===== config.mk =====
export PLATFORM = sky130hd
export DESIGN_NAME = ir_pulse_distance_frame_encoder
export DESIGN_NICKNAME = d
export VERILOG_FILES = /design/src/hw/rtl/ipdfe_pkg.sv /design/src/hw/rtl/ipdfe_cfg.sv /design/src/hw/rtl/ipdfe_front.sv /design/src/hw/rtl/ipdfe_queue.sv /design/src/hw/rtl/ipdfe_back.sv /design/src/hw/rtl/ir_pulse_distance_frame_encoder.sv
export SDC_FILE = /design/constraint.sdc
export NUM_CORES = 1
export LEC_CHECK = 0
export ABC_AREA = 1
export CORE_ASPECT_RATIO = 0.6
export CORE_MARGIN = 2
export CORE_UTILIZATION = 40
export CTS_BUF_LIST = sky130_fd_sc_hd__clkbuf_8
export DETAILED_ROUTE_END_ITERATION = 10
export DONT_BUFFER_PORTS = 1
export HOLD_SLACK_MARGIN = 0.08
export SLEW_MARGIN = 20
export SYNTH_ARGS = -nofsm -noshare
export SYNTH_HDL_FRONTEND = slang
export SYNTH_SLANG_ARGS = --single-unit
export TNS_END_PERCENT = 100

===== constraint.sdc =====
create_clock -name clk -period 3.6 [get_ports clk]
set_clock_uncertainty 0.05 [all_clocks]
set_input_delay 0.72 -clock clk [delete_from_list [all_inputs] [get_ports clk]]
set_output_delay 0.72 -clock clk [all_outputs]
set_load 0.005 [all_outputs]

===== src/hw/rtl/ipdfe_pkg.sv =====
// Shared types and constants for the pulse-distance IR frame encoder.
// No dependencies; imported by every module of the block.
package ipdfe_pkg;

    localparam int DUR_W       = 15;
    localparam int CFG_IDX_W   = 3;
    localparam int CNT_W       = 3;
    localparam int WAKE_SYMBOLS = 5;
    localparam int MAX_WAKE    = 6;
    localparam int WAKE_COUNT  = (WAKE_SYMBOLS > MAX_WAKE) ? MAX_WAKE : WAKE_SYMBOLS;
    localparam logic [CNT_W-1:0] WAKE_LAST = CNT_W'(WAKE_COUNT - 1);
    localparam logic [CNT_W-1:0] BIT_LAST  = '1;
    localparam int QUEUE_DEPTH = 2;
    localparam int QUEUE_AW    = $clog2(QUEUE_DEPTH);

    typedef enum logic [2:0] {
        K_WAKE    = 3'd0,
        K_TRAILER = 3'd1,
        K_HEADER  = 3'd2,
        K_DATA    = 3'd3,
        K_CHECK   = 3'd4,
        K_END     = 3'd5
    } symbol_kind_t;

    typedef enum logic [CFG_IDX_W-1:0] {
        CFG_HEADER_MARK   = 3'd0,
        CFG_HEADER_SPACE  = 3'd1,
        CFG_BIT_MARK      = 3'd2,
        CFG_ONE_SPACE     = 3'd3,
        CFG_SHORT_MARK    = 3'd4,
        CFG_ZERO_SPACE    = 3'd5,
        CFG_TRAILER_SPACE = 3'd6,
        CFG_GAP_SPACE     = 3'd7
    } cfg_index_t;

    typedef enum logic [2:0] {
        PH_IDLE,
        PH_WAKE,
        PH_TRAILER,
        PH_HEADER,
        PH_DATA,
        PH_CHECK,
        PH_END
    } phase_t;

    typedef struct packed {
        logic [7:0] data_byte;
        logic       start_of_frame;
        logic       end_of_frame;
        logic       second_frame;
    } in_item_t;

    typedef struct packed {
        logic [DUR_W-1:0] mark_ticks;
        logic [DUR_W-1:0] space_ticks;
        symbol_kind_t     symbol_kind;
        logic             last_of_run;
    } out_item_t;

    typedef struct packed {
        logic [DUR_W-1:0] header_mark;
        logic [DUR_W-1:0] header_space;
        logic [DUR_W-1:0] bit_mark;
        logic [DUR_W-1:0] one_space;
        logic [DUR_W-1:0] short_mark;
        logic [DUR_W-1:0] zero_space;
        logic [DUR_W-1:0] wake_trailer_space;
        logic [DUR_W-1:0] gap_space;
    } cfg_t;

    typedef struct packed {
        logic [7:0] data_byte;
        logic [7:0] checksum;
        logic       start_of_frame;
        logic       end_of_frame;
        logic       second_frame;
    } cmd_t;

endpackage


===== src/hw/rtl/ipdfe_cfg.sv =====
// Timing register file of the IR frame encoder.
// Depends on ipdfe_pkg.
module ipdfe_cfg (
    input  logic                          clk,
    input  logic                          rst_n,
    input  logic                          cfg_valid,
    output logic                          cfg_ready,
    input  logic [ipdfe_pkg::CFG_IDX_W-1:0] cfg_index,
    input  logic [ipdfe_pkg::DUR_W-1:0]   cfg_data,
    output ipdfe_pkg::cfg_t               cfg
);
    import ipdfe_pkg::*;

    cfg_t cfg_reg;
    cfg_t cfg_next;

    assign cfg_ready = 1'b1;
    assign cfg       = cfg_reg;

    always_comb
    begin
        cfg_next = cfg_reg;
        if (cfg_valid)
        begin
            unique case (cfg_index_t'(cfg_index))
                CFG_HEADER_MARK:   cfg_next.header_mark        = cfg_data;
                CFG_HEADER_SPACE:  cfg_next.header_space       = cfg_data;
                CFG_BIT_MARK:      cfg_next.bit_mark           = cfg_data;
                CFG_ONE_SPACE:     cfg_next.one_space          = cfg_data;
                CFG_SHORT_MARK:    cfg_next.short_mark         = cfg_data;
                CFG_ZERO_SPACE:    cfg_next.zero_space         = cfg_data;
                CFG_TRAILER_SPACE: cfg_next.wake_trailer_space = cfg_data;
                CFG_GAP_SPACE:     cfg_next.gap_space          = cfg_data;
                default:           cfg_next = cfg_reg;
            endcase
        end
    end

    always_ff @(posedge clk or negedge rst_n)
    begin
        if (!rst_n)
        begin
            cfg_reg.header_mark        <= DUR_W'(3650);
            cfg_reg.header_space       <= DUR_W'(1623);
            cfg_reg.bit_mark           <= DUR_W'(428);
            cfg_reg.one_space          <= DUR_W'(1280);
            cfg_reg.short_mark         <= DUR_W'(428);
            cfg_reg.zero_space         <= DUR_W'(428);
            cfg_reg.wake_trailer_space <= DUR_W'(25000);
            cfg_reg.gap_space          <= DUR_W'(29000);
        end
        else
        begin
            cfg_reg <= cfg_next;
        end
    end

endmodule


===== src/hw/rtl/ipdfe_front.sv =====
// Front end: takes payload beats, keeps the frame checksum, builds commands.
// Depends on ipdfe_pkg.
module ipdfe_front (
    input  logic                clk,
    input  logic                rst_n,
    input  logic                in_valid,
    output logic                in_ready,
    input  ipdfe_pkg::in_item_t in_data,
    output logic                push,
    output ipdfe_pkg::cmd_t     push_cmd,
    input  logic                q_ready
);
    import ipdfe_pkg::*;

    logic [7:0] running_sum_reg;
    logic [7:0] running_sum_next;
    logic [7:0] sum_base;
    logic [7:0] frame_sum;

    assign in_ready  = q_ready;
    assign push      = in_valid && q_ready;
    assign sum_base  = in_data.start_of_frame ? 8'd0 : running_sum_reg;
    assign frame_sum = sum_base + in_data.data_byte;

    always_comb
    begin
        push_cmd.data_byte      = in_data.data_byte;
        push_cmd.checksum       = frame_sum;
        push_cmd.start_of_frame = in_data.start_of_frame;
        push_cmd.end_of_frame   = in_data.end_of_frame;
        push_cmd.second_frame   = in_data.second_frame;
    end

    always_comb
    begin
        running_sum_next = running_sum_reg;
        if (push)
        begin
            running_sum_next = in_data.end_of_frame ? 8'd0 : frame_sum;
        end
    end

    always_ff @(posedge clk or negedge rst_n)
    begin
        if (!rst_n)
        begin
            running_sum_reg <= 8'd0;
        end
        else
        begin
            running_sum_reg <= running_sum_next;
        end
    end

endmodule


===== src/hw/rtl/ipdfe_queue.sv =====
// Short command queue between front end and symbol sequencer.
// Depends on ipdfe_pkg.
module ipdfe_queue (
    input  logic            clk,
    input  logic            rst_n,
    input  logic            push,
    input  ipdfe_pkg::cmd_t push_cmd,
    output logic            q_ready,
    input  logic            pop,
    output logic            q_valid,
    output ipdfe_pkg::cmd_t q_cmd
);
    import ipdfe_pkg::*;

    cmd_t                entry_reg [QUEUE_DEPTH];
    logic [QUEUE_AW-1:0] wr_ptr_reg;
    logic [QUEUE_AW-1:0] wr_ptr_next;
    logic [QUEUE_AW-1:0] rd_ptr_reg;
    logic [QUEUE_AW-1:0] rd_ptr_next;
    logic [QUEUE_AW:0]   count_reg;
    logic [QUEUE_AW:0]   count_next;

    assign q_ready = (count_reg != (QUEUE_AW+1)'(QUEUE_DEPTH));
    assign q_valid = (count_reg != '0);
    assign q_cmd   = entry_reg[rd_ptr_reg];

    always_comb
    begin
        wr_ptr_next = wr_ptr_reg;
        rd_ptr_next = rd_ptr_reg;
        count_next  = count_reg;
        if (push)
        begin
            wr_ptr_next = (wr_ptr_reg == QUEUE_AW'(QUEUE_DEPTH - 1)) ? '0 : wr_ptr_reg + 1'b1;
        end
        if (pop)
        begin
            rd_ptr_next = (rd_ptr_reg == QUEUE_AW'(QUEUE_DEPTH - 1)) ? '0 : rd_ptr_reg + 1'b1;
        end
        if (push && !pop)
        begin
            count_next = count_reg + 1'b1;
        end
        else if (pop && !push)
        begin
            count_next = count_reg - 1'b1;
        end
    end

    always_ff @(posedge clk)
    begin
        if (push)
        begin
            entry_reg[wr_ptr_reg] <= push_cmd;
        end
    end

    always_ff @(posedge clk or negedge rst_n)
    begin
        if (!rst_n)
        begin
            wr_ptr_reg <= '0;
            rd_ptr_reg <= '0;
            count_reg  <= '0;
        end
        else
        begin
            wr_ptr_reg <= wr_ptr_next;
            rd_ptr_reg <= rd_ptr_next;
            count_reg  <= count_next;
        end
    end

endmodule


===== src/hw/rtl/ipdfe_back.sv =====
// Symbol sequencer: expands a command into mark/space symbols, one per cycle
// while out_ready holds, into a registered output stage. Depends on ipdfe_pkg.
module ipdfe_back (
    input  logic                 clk,
    input  logic                 rst_n,
    input  ipdfe_pkg::cfg_t      cfg,
    input  logic                 q_valid,
    input  ipdfe_pkg::cmd_t      q_cmd,
    output logic                 pop,
    output logic                 out_valid,
    input  logic                 out_ready,
    output ipdfe_pkg::out_item_t out_data
);
    import ipdfe_pkg::*;

    phase_t           phase_reg;
    phase_t           phase_next;
    logic [CNT_W-1:0] cnt_reg;
    logic [CNT_W-1:0] cnt_next;
    cmd_t             cmd_reg;
    cmd_t             cmd_next;
    logic             out_valid_reg;
    logic             out_valid_next;
    out_item_t        out_item_reg;
    out_item_t        sym;
    logic             emit;

    function automatic phase_t start_phase(input cmd_t c);
        phase_t p;
        if (c.start_of_frame && !c.second_frame)
        begin
            p = (WAKE_COUNT != 0) ? PH_WAKE : PH_TRAILER;
        end
        else if (c.start_of_frame)
        begin
            p = PH_HEADER;
        end
        else
        begin
            p = PH_DATA;
        end
        return p;
    endfunction

    assign emit      = (phase_reg != PH_IDLE) && (!out_valid_reg || out_ready);
    assign out_valid = out_valid_reg;
    assign out_data  = out_item_reg;

    // symbol for the current phase
    always_comb
    begin
        sym.mark_ticks  = cfg.short_mark;
        sym.space_ticks = cfg.zero_space;
        sym.symbol_kind = K_WAKE;
        sym.last_of_run = 1'b0;
        unique case (phase_reg)
            PH_IDLE:
            begin
                sym.symbol_kind = K_WAKE;
            end
            PH_WAKE:
            begin
                sym.symbol_kind = K_WAKE;
            end
            PH_TRAILER:
            begin
                sym.space_ticks = cfg.wake_trailer_space;
                sym.symbol_kind = K_TRAILER;
            end
            PH_HEADER:
            begin
                sym.mark_ticks  = cfg.header_mark;
                sym.space_ticks = cfg.header_space;
                sym.symbol_kind = K_HEADER;
            end
            PH_DATA:
            begin
                sym.mark_ticks  = cfg.bit_mark;
                sym.space_ticks = cmd_reg.data_byte[cnt_reg] ? cfg.one_space : cfg.zero_space;
                sym.symbol_kind = K_DATA;
                sym.last_of_run = (cnt_reg == BIT_LAST) && !cmd_reg.end_of_frame;
            end
            PH_CHECK:
            begin
                sym.mark_ticks  = cfg.bit_mark;
                sym.space_ticks = cmd_reg.checksum[cnt_reg] ? cfg.one_space : cfg.zero_space;
                sym.symbol_kind = K_CHECK;
            end
            PH_END:
            begin
                sym.space_ticks = cmd_reg.second_frame ? cfg.zero_space : cfg.gap_space;
                sym.symbol_kind = K_END;
                sym.last_of_run = 1'b1;
            end
        endcase
    end

    // phase sequencing and queue pop
    always_comb
    begin
        phase_next = phase_reg;
        cnt_next   = cnt_reg;
        cmd_next   = cmd_reg;
        pop        = 1'b0;
        if (emit)
        begin
            unique case (phase_reg)
                PH_IDLE:
                begin
                    phase_next = PH_IDLE;
                end
                PH_WAKE:
                begin
                    if (cnt_reg == WAKE_LAST)
                    begin
                        phase_next = PH_TRAILER;
                        cnt_next   = '0;
                    end
                    else
                    begin
                        cnt_next = cnt_reg + 1'b1;
                    end
                end
                PH_TRAILER:
                begin
                    phase_next = PH_HEADER;
                end
                PH_HEADER:
                begin
                    phase_next = PH_DATA;
                    cnt_next   = '0;
                end
                PH_DATA:
                begin
                    cnt_next = cnt_reg + 1'b1;
                    if (cnt_reg == BIT_LAST)
                    begin
                        phase_next = cmd_reg.end_of_frame ? PH_CHECK : PH_IDLE;
                    end
                end
                PH_CHECK:
                begin
                    cnt_next = cnt_reg + 1'b1;
                    if (cnt_reg == BIT_LAST)
                    begin
                        phase_next = PH_END;
                    end
                end
                PH_END:
                begin
                    phase_next = PH_IDLE;
                end
            endcase
        end
        if (q_valid && ((phase_reg == PH_IDLE) || (emit && sym.last_of_run)))
        begin
            pop        = 1'b1;
            cmd_next   = q_cmd;
            phase_next = start_phase(q_cmd);
            cnt_next   = '0;
        end
    end

    always_comb
    begin
        out_valid_next = out_valid_reg;
        if (emit)
        begin
            out_valid_next = 1'b1;
        end
        else if (out_ready)
        begin
            out_valid_next = 1'b0;
        end
    end

    always_ff @(posedge clk)
    begin
        cmd_reg <= cmd_next;
        if (emit)
        begin
            out_item_reg <= sym;
        end
    end

    always_ff @(posedge clk or negedge rst_n)
    begin
        if (!rst_n)
        begin
            phase_reg     <= PH_IDLE;
            cnt_reg       <= '0;
            out_valid_reg <= 1'b0;
        end
        else
        begin
            phase_reg     <= phase_next;
            cnt_reg       <= cnt_next;
            out_valid_reg <= out_valid_next;
        end
    end

endmodule


===== src/hw/rtl/ir_pulse_distance_frame_encoder.sv =====
// Top level of the pulse-distance IR frame encoder.
// Depends on ipdfe_pkg, ipdfe_cfg, ipdfe_front, ipdfe_queue, ipdfe_back.
//
//  channel  signals                          beat
//  in       in_valid  in_ready  in_data      one payload byte with frame flags
//  out      out_valid out_ready out_data     one mark/space symbol
//  cfg      cfg_valid cfg_ready cfg_index/data  one timing register write
//
// One symbol leaves per cycle while out_ready holds; a byte expands into 8 to 24
// symbols, set by the symbol sequencer in the back end.
// A two-entry command queue lets the front take bytes while symbols go out.
// Reset restores the default timings and clears the frame checksum.
// cfg_ready is always high.
module ir_pulse_distance_frame_encoder (
    input  logic                            clk,
    input  logic                            rst_n,
    input  logic                            in_valid,
    output logic                            in_ready,
    input  ipdfe_pkg::in_item_t             in_data,
    output logic                            out_valid,
    input  logic                            out_ready,
    output ipdfe_pkg::out_item_t            out_data,
    input  logic                            cfg_valid,
    output logic                            cfg_ready,
    input  logic [ipdfe_pkg::CFG_IDX_W-1:0] cfg_index,
    input  logic [ipdfe_pkg::DUR_W-1:0]     cfg_data
);
    import ipdfe_pkg::*;

    cfg_t cfg;
    cmd_t push_cmd;
    cmd_t q_cmd;
    logic push;
    logic q_ready;
    logic q_valid;
    logic pop;

    ipdfe_cfg u_cfg (
        .clk       (clk),
        .rst_n     (rst_n),
        .cfg_valid (cfg_valid),
        .cfg_ready (cfg_ready),
        .cfg_index (cfg_index),
        .cfg_data  (cfg_data),
        .cfg       (cfg)
    );

    ipdfe_front u_front (
        .clk      (clk),
        .rst_n    (rst_n),
        .in_valid (in_valid),
        .in_ready (in_ready),
        .in_data  (in_data),
        .push     (push),
        .push_cmd (push_cmd),
        .q_ready  (q_ready)
    );

    ipdfe_queue u_queue (
        .clk      (clk),
        .rst_n    (rst_n),
        .push     (push),
        .push_cmd (push_cmd),
        .q_ready  (q_ready),
        .pop      (pop),
        .q_valid  (q_valid),
        .q_cmd    (q_cmd)
    );

    ipdfe_back u_back (
        .clk       (clk),
        .rst_n     (rst_n),
        .cfg       (cfg),
        .q_valid   (q_valid),
        .q_cmd     (q_cmd),
        .pop       (pop),
        .out_valid (out_valid),
        .out_ready (out_ready),
        .out_data  (out_data)
    );

endmodule

==> results.toml, run 1 <==
[place]
placed_cell_area_sq_um = 10300
place_congestion = 0.7917
dp.cells = 1374
dp_hpwl_mm = 15.46
port_buffers = 0

[sta]
fin_crit_ns = 2.450
holdWs_ns = -0.1643
tightest_slew_ns = 1.019
period_share = 0.6806
rsz0062_at_grt = "no"
setup_violations = 0
finalHoldViolCount = 98
max_freq_ghz = 0.4081
finalSetupTns_ns = 0
report.final.slew_viol_count = 0
maxSlewHeadroom = 0.3192

[clock_network]
ctsResizeCount = 0
cts_root_buf = "clkbuf_8"
cts.sinks = 229
cts.htree.levels = 2
clock_latency_ns = 0.54
path_clk_slew_ns = 0.07
cts-buffers-inserted = 36
tritoncts = "built"
cts_buffer_depth = 3
post-cts-setup-buffers = 0

[run_status]
outcome = "complete, but fails checks"
violations = "hold timing"

[cells_and_area]
drive_gt1_frac = 0.1047
seqCellArea_sq_um = 6232
final_area_sq_um = 11020
final_cells = 1440
area_delta_synth_final_pct = 9.966
insertedDiodeCount = 0
multi_input_area_sq_um = 3202
fill_cells = 2345
largest_reg_flops = 120
nNetsFinal = 1136

[logic_synthesis]
ys_async_sr_fraction = 0.6070
synthFlopType = "dfrtp_1"
yosys_register_bits = 229
ys_types = 33
synth-edff-count = 90
syn_avg_cell_area_sq_um = 9.208
synth_most_common_cell = "nand2_1"
syn_inst = 1088
yosys_warnings = 0
netlist_area_sq_um = 10020
synth_top_area_cell = "edfxtp_1"
yosys-top-cells-area = "edfxtp_1 (27%), dfrtp_1 (24%), nand2_1 (15%)"
synth_commonest_cells = "nand2_1 (395), o21ai_0 (130), dfrtp_1 (98)"
synth_top_area_frac = 0.2698
seq_area_frac_synth = 0.6221
syn_nets = 1134

[setup_path]
cp-start-kind = "flip-flop"
cpMaxStageDelayCell = "dfrtp_1"
critPathMaxStageDelay_ns = 0.46
reg2reg_from = "u_back.phase_reg[1]"
worst_ep_arrival_time_ns = 2.81
crit_required_ns = 3.96
r2r_cells = 13
end_kind = "flip-flop"
critPathMaxFanout = 17
crit_type = "reg -> reg"
worstSetupPathDepth = 13
cp-endpoint = "u_queue.count_reg[1]"
rrSetupSlack_ns = 1.15
cp_num_buf_inv = 3
cp_top_family = "simple AND/OR/NAND/NOR gates"
cp-startpoint = "u_back.phase_reg[1]"
crit_chain = "inv_2, nor2_2, inv_2, nor2_4, inv_2, nand2_1, nand2_1, nand2_2, nand2_4, ha_1, a21oi_1, o21ai_0, xor2_1"
crit_top_cell = "inv_2"
r2r-end = "u_queue.count_reg[1]"

[floorplan]
core-area_sq_um = 24390
die_h_um = 126.6
die_w_um = 208.3
io-pin-count = 71
initial_core_util = 0.4108
num_rows = 44
fp.dieArea_sq_um = 26370

[global_routing]
grt_pass1_vias = 6713
grt_usage = 0.1878
antenna_found_initial = 0
grt_overflow_total = 0
grt_pass1_wl_mm = 38.44
grt_max_degree = 140

[detailed_routing]
routed_wl_mm = 23.56
final_antenna_net_count = 0
drc = 0
vias = 7008
wl_per_cell_um = 16.36
dr.pass1.iters = 5
vias_per_cell = 4.867
drtIter0Drc = 584

[power]
power_leakage_nw = 5.060
p_per_area_nw_per_um2 = 828.0
peakVddDrop_uv = 320.1

[worst_hold_path]
min_path_type = "in -> async"

[job]
drv_cap = 0
-- how the worst min path moves through the flow --
| stage | startpoint | endpoint | cells past startpoint |
|---|---|---|---|
| floorplan | rst_n | u_back.cnt_reg[0] | 0 |
| global placement | rst_n | u_cfg.cfg[108] | 0 |
| detailed placement | rst_n | u_cfg.cfg[63] | 0 |
| CTS | rst_n | u_cfg.cfg[62] | 0 |
| global route | rst_n | u_cfg.cfg[62] | 0 |
| finish | rst_n | u_cfg.cfg[17] | 0 |
-- layer usage --
layer / track usage / share of wire
met5: 0 / 0
met1: 0.3017 / 0.55
met3: 0.05645 / 0.075
met4: 0.04740 / 0.015
met2: 0.2398 / 0.36
-- cell usage in the layout (no fill, tap or decap) --
master / netlist / final
conb_1: 1 / 1
fa_1: 1 / 1
o21ai_0: 130 / 130
inv_2: 6 / 6
and2_1: 1 / 1
edfxtp_1: 90 / 90
clkinv_1: 2 / 6
nand3_1: 64 / 64
xnor2_1: 2 / 2
inv_1: 96 / 110
nor2_4: 2 / 2
a21oi_1: 17 / 17
o22ai_1: 3 / 3
nor2_2: 3 / 4
ha_1: 11 / 11
clkinv_2: 0 / 2
nand4_1: 1 / 1
clkinvlp_4: 0 / 2
nand3_2: 1 / 1
nand2_2: 1 / 1
nand2_4: 1 / 1
bufinv_16: 0 / 1
nor2_1: 48 / 47
a211oi_1: 1 / 1
buf_4: 6 / 10
clkbuf_8: 0 / 43
or2_2: 2 / 2
nor3_2: 0 / 1
o21ai_1: 2 / 2
nand2_1: 395 / 395
nor3_1: 3 / 2
dfrtp_1: 98 / 98
dfstp_2: 41 / 41
o211ai_1: 12 / 12
xor2_1: 7 / 7
-- stage by stage --
stage                 util  setup slack (ns)  hold slack [ns]  power, mW
finish              0.4517             1.150          -0.1643      9.122
global route        0.4517            0.9323          -0.2066      9.816
CTS                 0.4517             1.181          -0.2139      9.193
detailed placement  0.4224             1.204           0.3797      6.984
global placement    0.4224             1.234           0.3805      6.935
floorplan                -             1.252           0.3744      6.119
-- where the power goes --
| part | internal, mW | switching (mW) |
|---|---|---|
| clock network | 1.16 | 1.02 |
| logic | 0.803 | 1.83 |
| registers | 3.81 | 0.502 |
| total | 5.77 | 3.35 |
-- kinds of logic (layout without fill, tap and decap cells) --
| group | Yosys count | count (layout) | synth area share |
|---|---|---|---|
| AOI/OAI and AO/OA | 165 | 165 | 0.08605 |
| xor gates and xnor gates | 9 | 9 | 0.007869 |
| adders and majority gates | 12 | 12 | 0.01574 |
| buffers and inverters | 150 | 180 | 0.05907 |
| DFF | 229 | 229 | 0.6221 |
| other | 1 | 1 | 0.0003743 |
| and+or+nand+nor | 522 | 522 | 0.2088 |
-- worst reg2reg max path: stages, from the launching register on --
cell,delay [ns]
dfrtp_1,0.46
inv_2,0.08
nor2_2,0.13
inv_2,0.07
nor2_4,0.41
inv_2,0.04
nand2_1,0.09
nand2_1,0.07
nand2_2,0.09
nand2_4,0.09
ha_1,0.32
a21oi_1,0.14
o21ai_0,0.12
xor2_1,0.16
-- final cells by class --
class,instances,area share
Clock buffer,43,0.05372
Clock inverter,23,0.01113
Inverter,104,0.03543
Multi-Input combinational cell,709,0.2906
Sequential cell,229,0.5657
Tap cell,322,0.03657
Timing Repair Buffer,10,0.006814
(Power assumes the default switching activity.)
==> run 2, diff against run 1 <==
- clock period: 3.6 -> 2.15 ns (I/O delays scaled with it)
==> run 2 against run 1 <==
The flow still finishes with violations (hold timing). Setup slack worse by 1.0 ns. Global-route usage increased by 0.22 points. Sequential share of layout area is 2.3 points lower. Largest cell class unchanged. Via count increased by 3.8%. Critical endpoint is now u_back.out_data[14]. Maximum frequency up 23%. Largest power group unchanged.
==> results.toml, run 2 (same netlist as run 1, synthesis figures left out) <==
[run_status]
outcome = "complete, but fails checks"
violations = "hold timing"

[floorplan]
die_h_um = 126.6
die_w_um = 208.3
fp.dieArea_sq_um = 26370
io-pin-count = 71
initial_core_util = 0.4108
core-area_sq_um = 24390
num_rows = 44

[setup_path]
crit_top_cell = "nand2_1"
crit_required_ns = 2.39
end_kind = "flip-flop"
cp-start-kind = "flip-flop"
r2r_cells = 9
worst_ep_arrival_time_ns = 2.24
crit_chain = "nand3_2, inv_2, nor2_4, inv_1, nor2_2, buf_12, nand2_1, nand2_1, nand2_1"
cpMaxStageDelayCell = "dfrtp_2"
critPathMaxStageDelay_ns = 0.48
crit_type = "reg -> reg"
critPathMaxFanout = 29

[place]
dp_hpwl_mm = 15.93
port_buffers = 0
dp.cells = 1401
dp_slack_ns = 0.1048
place_congestion = 0.8183

[cells_and_area]
multi_input_area_sq_um = 3207
area_delta_synth_final_pct = 14.65
largest_reg_flops = 120
fill_cells = 2354
layout_common_cells = "nand2_1 (395), o21ai_0 (130), inv_1 (108)"
nNetsFinal = 1182
drive_gt1_frac = 0.1314
final_cells = 1486
finalCoreUtilization = 0.4710
insertedDiodeCount = 0
seqCellArea_sq_um = 6236
final_common_cell = "nand2_1"

[sta]
finalWorstSetupSlack_ns = 0.1505
report.final.slew_viol_count = 0
period_share = 0.9300
holdWs_ns = -0.4625
tightest_slew_ns = 0.5029
fin_crit_ns = 1.999
rsz0062_at_grt = "no"
finalHoldViolCount = 139
finalSetupTns_ns = 0
max_freq_ghz = 0.5001
setup_violations = 0
maxSlewHeadroom = 0.6640

[clock_network]
cts.sinks = 229
clock_latency_ns = 0.54
cts.htree.levels = 2
cts_root_buf = "clkbuf_8"
tritoncts = "built"
hold_buffers = 16
path_clk_slew_ns = 0.06
cts_buffer_depth = 3
cts-buffers-inserted = 37

[global_routing]
grt_pass1_vias = 6723
grt_overflow_total = 0
grt_max_degree = 140
antenna_found_initial = 0
grt_pass1_wl_mm = 39.08
grt_usage = 0.1900

[detailed_routing]
drc = 0
dr.pass1.iters = 5
vias = 7272
vias_per_cell = 4.894
routed_wl_mm = 24.30
wl_per_cell_um = 16.35
drtIter0Drc = 688
final_antenna_net_count = 0

[power]
power_leakage_nw = 5.288
peakVddDrop_uv = 591.2
p_per_area_nw_per_um2 = 1377

[job]
drv_cap = 0

[worst_hold_path]
min_path_type = "in -> async"
-- run 2: cell types whose count changed in the layout (fill, tap and decap cells not counted), sizes merged --
cell,previous run,this run
dlygate4sd3,0,16
buf,10,39
inv,116,115
clkinv,8,9
clkbuf,43,44
-- run 2: per-stage QoR --
stage	total power, mW	instance area (sq um)
final	15.81	11490
after global routing	16.99	11490
after CTS	15.93	11460
after detailed placement	12.10	10570
after global placement	12.02	10570
after floorplan	10.25	10020
-- run 2: layout make-up --
cell class	count	area share
clock inverter	23	0.01122
sequential	229	0.5429
clock buffer	44	0.05272
inverter	104	0.03399
timing repair buffer	55	0.04488
tap	322	0.03508
multi-input combinational	709	0.2792
-- run 2: what timing repair did --
action                                  CTS  global route
resized for setup                         0             5
hold endpoints to repair                166           139
endpoints found under the setup margin    0             1
buffers inserted                          0             2
-- run 2: worst paths after layout --
kind | startpoint | endpoint | slack [ns]
worst max-delay path | u_back.phase_reg[0] | u_back.out_data[14] | 0.15
worst min-delay path | rst_n | u_cfg.cfg[105] | -0.46
worst max register to register | u_back.phase_reg[0] | u_back.out_data[14] | 0.15
worst min register to register | u_queue.count_reg[0] | u_queue.count_reg[0] | 0.43
max in group asynchronous | rst_n | u_cfg.cfg[99] | 2.21
min in group clk | out_ready | u_back.out_valid | 0.11
-- run 2: report_power, final --
part           leakage [nW]  total [mW]  internal (mW)  switching (mW)
Sequential             2.51        7.13           6.38           0.743
Combinational          2.35        4.96           1.73            3.23
Clock                 0.421        3.73           1.99            1.74
-- run 2: critical path: cells and delay by family, from the launching register on --
kind / cells / cell delay [ns]
simple gates: 6 / 0.83
flops: 1 / 0.48
buf+inv: 3 / 0.38
-- run 2: layer usage --
metal	share of wire	wire [um]	vias to the layer above	global-route usage
met3	0.081	1967	31	0.05645
met1	0.52	12710	3408	0.3047
met5	0	0	-	0
met4	0.015	365	0	0.05121
li1	-	-	3616	-
met2	0.38	9257	217	0.2420
==> run 3, diff against run 2 <==
- RECOVER_POWER: unset -> 50
==> run 3 against run 2 <==
Flip-flop and latch count did not move. Sequential share of layout area rose by 0.17 points. Global-route usage did not move. Cell area fell by 0.30%. Maximum frequency rose by 0.29%. The run still ends with hold timing left. Critical path depth did not move. Die area did not move. Via count fell by 0.48%. Worst hold slack improved by 0.0019 ns. Register-to-register slack barely moved. Final cell count did not move.
==> results.toml, run 3 (same netlist as run 1, synthesis figures left out) <==
[place]
dp_hpwl_mm = 15.93
port_buffers = 0
place_congestion = 0.8183

[setup_path]
crit_top_cell = "nand2_1"
r2r-end = "u_back.out_data[10]"
crit_required_ns = 2.39
end_kind = "flip-flop"
crit_chain = "nand3_2, inv_2, nor2_4, inv_1, nor2_2, buf_12, nand2_1, nand2_1, nand2_1"
crit_type = "reg -> reg"
cp-start-kind = "flip-flop"
rrSetupSlack_ns = 0.16
cp_top_family = "simple AND/OR/NAND/NOR gates"
cp_num_buf_inv = 3
worst_ep_arrival_time_ns = 2.24
reg2reg_from = "u_back.phase_reg[0]"
cpMaxStageDelayCell = "dfrtp_2"
critPathMaxFanout = 29
r2r_cells = 9
critPathMaxStageDelay_ns = 0.48

[global_routing]
grt_pass1_wl_mm = 39.08
grt_max_degree = 140
grt_pass1_vias = 6723
antenna_found_initial = 0
grt_overflow_total = 0
grt_usage = 0.1900

[floorplan]
num_rows = 44
die_h_um = 126.6
initial_core_util = 0.4108
die_w_um = 208.3
fp.dieArea_sq_um = 26370
core-area_sq_um = 24390
io-pin-count = 71

[detailed_routing]
drc = 0
dr.pass1.iters = 5
drtIter0Drc = 708
vias_per_cell = 4.870
vias = 7237
routed_wl_mm = 24.24
final_antenna_net_count = 0
wl_per_cell_um = 16.31

[sta]
holdWs_ns = -0.4606
fin_crit_ns = 1.994
finalHoldViolCount = 139
rsz0062_at_grt = "no"
setup_violations = 0
tightest_slew_ns = 1.423
finalSetupTns_ns = 0
maxSlewHeadroom = 0.05159
report.final.slew_viol_count = 0
max_freq_ghz = 0.5016
period_share = 0.9273

[clock_network]
tritoncts = "built"
hold_buffers = 16
cts_root_buf = "clkbuf_8"
clock_latency_ns = 0.54
path_clk_slew_ns = 0.06
cts.htree.levels = 2
cts-buffers-inserted = 37
cts.sinks = 229
cts_buffer_depth = 3

[cells_and_area]
seqCellArea_sq_um = 6236
final_common_cell = "nand2_1"
layout_common_cells = "nand2_1 (395), o21ai_0 (130), inv_1 (108)"
nNetsFinal = 1182
drive_gt1_frac = 0.1220
multi_input_area_sq_um = 3202
fill_cells = 2362
insertedDiodeCount = 0
largest_reg_flops = 120
finalCoreUtilization = 0.4695
area_delta_synth_final_pct = 14.30

[power]
p_per_area_nw_per_um2 = 1380
power_leakage_nw = 5.261
peakVddDrop_uv = 591.4

[worst_hold_path]
min_path_type = "in -> async"

[run_status]
outcome = "complete, but fails checks"
violations = "hold timing"

[job]
drv_cap = 0
run 3: power by group:
group          internal (mW)  switching (mW)  leakage, nW
sequential              6.38           0.744         2.51
combinational           1.72            3.23         2.33
clock                   1.99            1.74        0.421
total                   10.1            5.71         5.26
run 3: what timing repair did:
action	CTS	global route
endpoints found under the hold margin	166	139
resized for setup	0	5
endpoints found under the setup margin	0	1
buffers inserted	0	2
run 3: metrics by stage:
stage / setup slack, ns / cell area, sq um / hold slack (ns) / instances / total power, mW
detailed placement: 0.1048 / 10570 / 0.08810 / 1401 / 12.10
finish: 0.1562 / 11450 / -0.4606 / 1486 / 15.81
global placement: 0.1773 / 10570 / 0.09008 / 1401 / 12.02
floorplan: 0.05433 / 10020 / 0.08441 / 1088 / 10.25
CTS: 0.08606 / 11460 / -0.5006 / 1484 / 15.93
global route: 0.01049 / 11450 / -0.5062 / 1486 / 16.98
run 3: worst max-delay path by stage:
stage                                       to  cells after the start  slack (ns)                start
after floorplan            u_back.phase_reg[2]                      8        0.05  u_back.phase_reg[0]
after CTS                 u_queue.count_reg[1]                     13        0.09  u_back.phase_reg[1]
after global placement    u_queue.count_reg[1]                     13        0.18  u_back.phase_reg[1]
after global routing      u_queue.count_reg[1]                     12        0.01  u_back.phase_reg[1]
final                      u_back.out_data[10]                      9        0.16  u_back.phase_reg[0]
after detailed placement  u_queue.count_reg[1]                     13        0.10  u_back.phase_reg[1]
run 3: final cells by class:
type	instances	share of cell area
timing repair buffer	55	0.04240
clock buffer	44	0.05288
sequential	229	0.5446
multi-input combinational	709	0.2796
inverter	104	0.03409
tap	322	0.03518
clock inverter	23	0.01125
run 3: metal layers:
metal / share of wire / wire (um) / GRT usage / up-vias
met5: 0 / 0 / 0 / -
met4: 0.015 / 365 / 0.05121 / 0
met3: 0.085 / 2068 / 0.05645 / 31
met2: 0.38 / 9176 / 0.2420 / 224
met1: 0.52 / 12630 / 0.3047 / 3366
li1: - / - / - / 3616
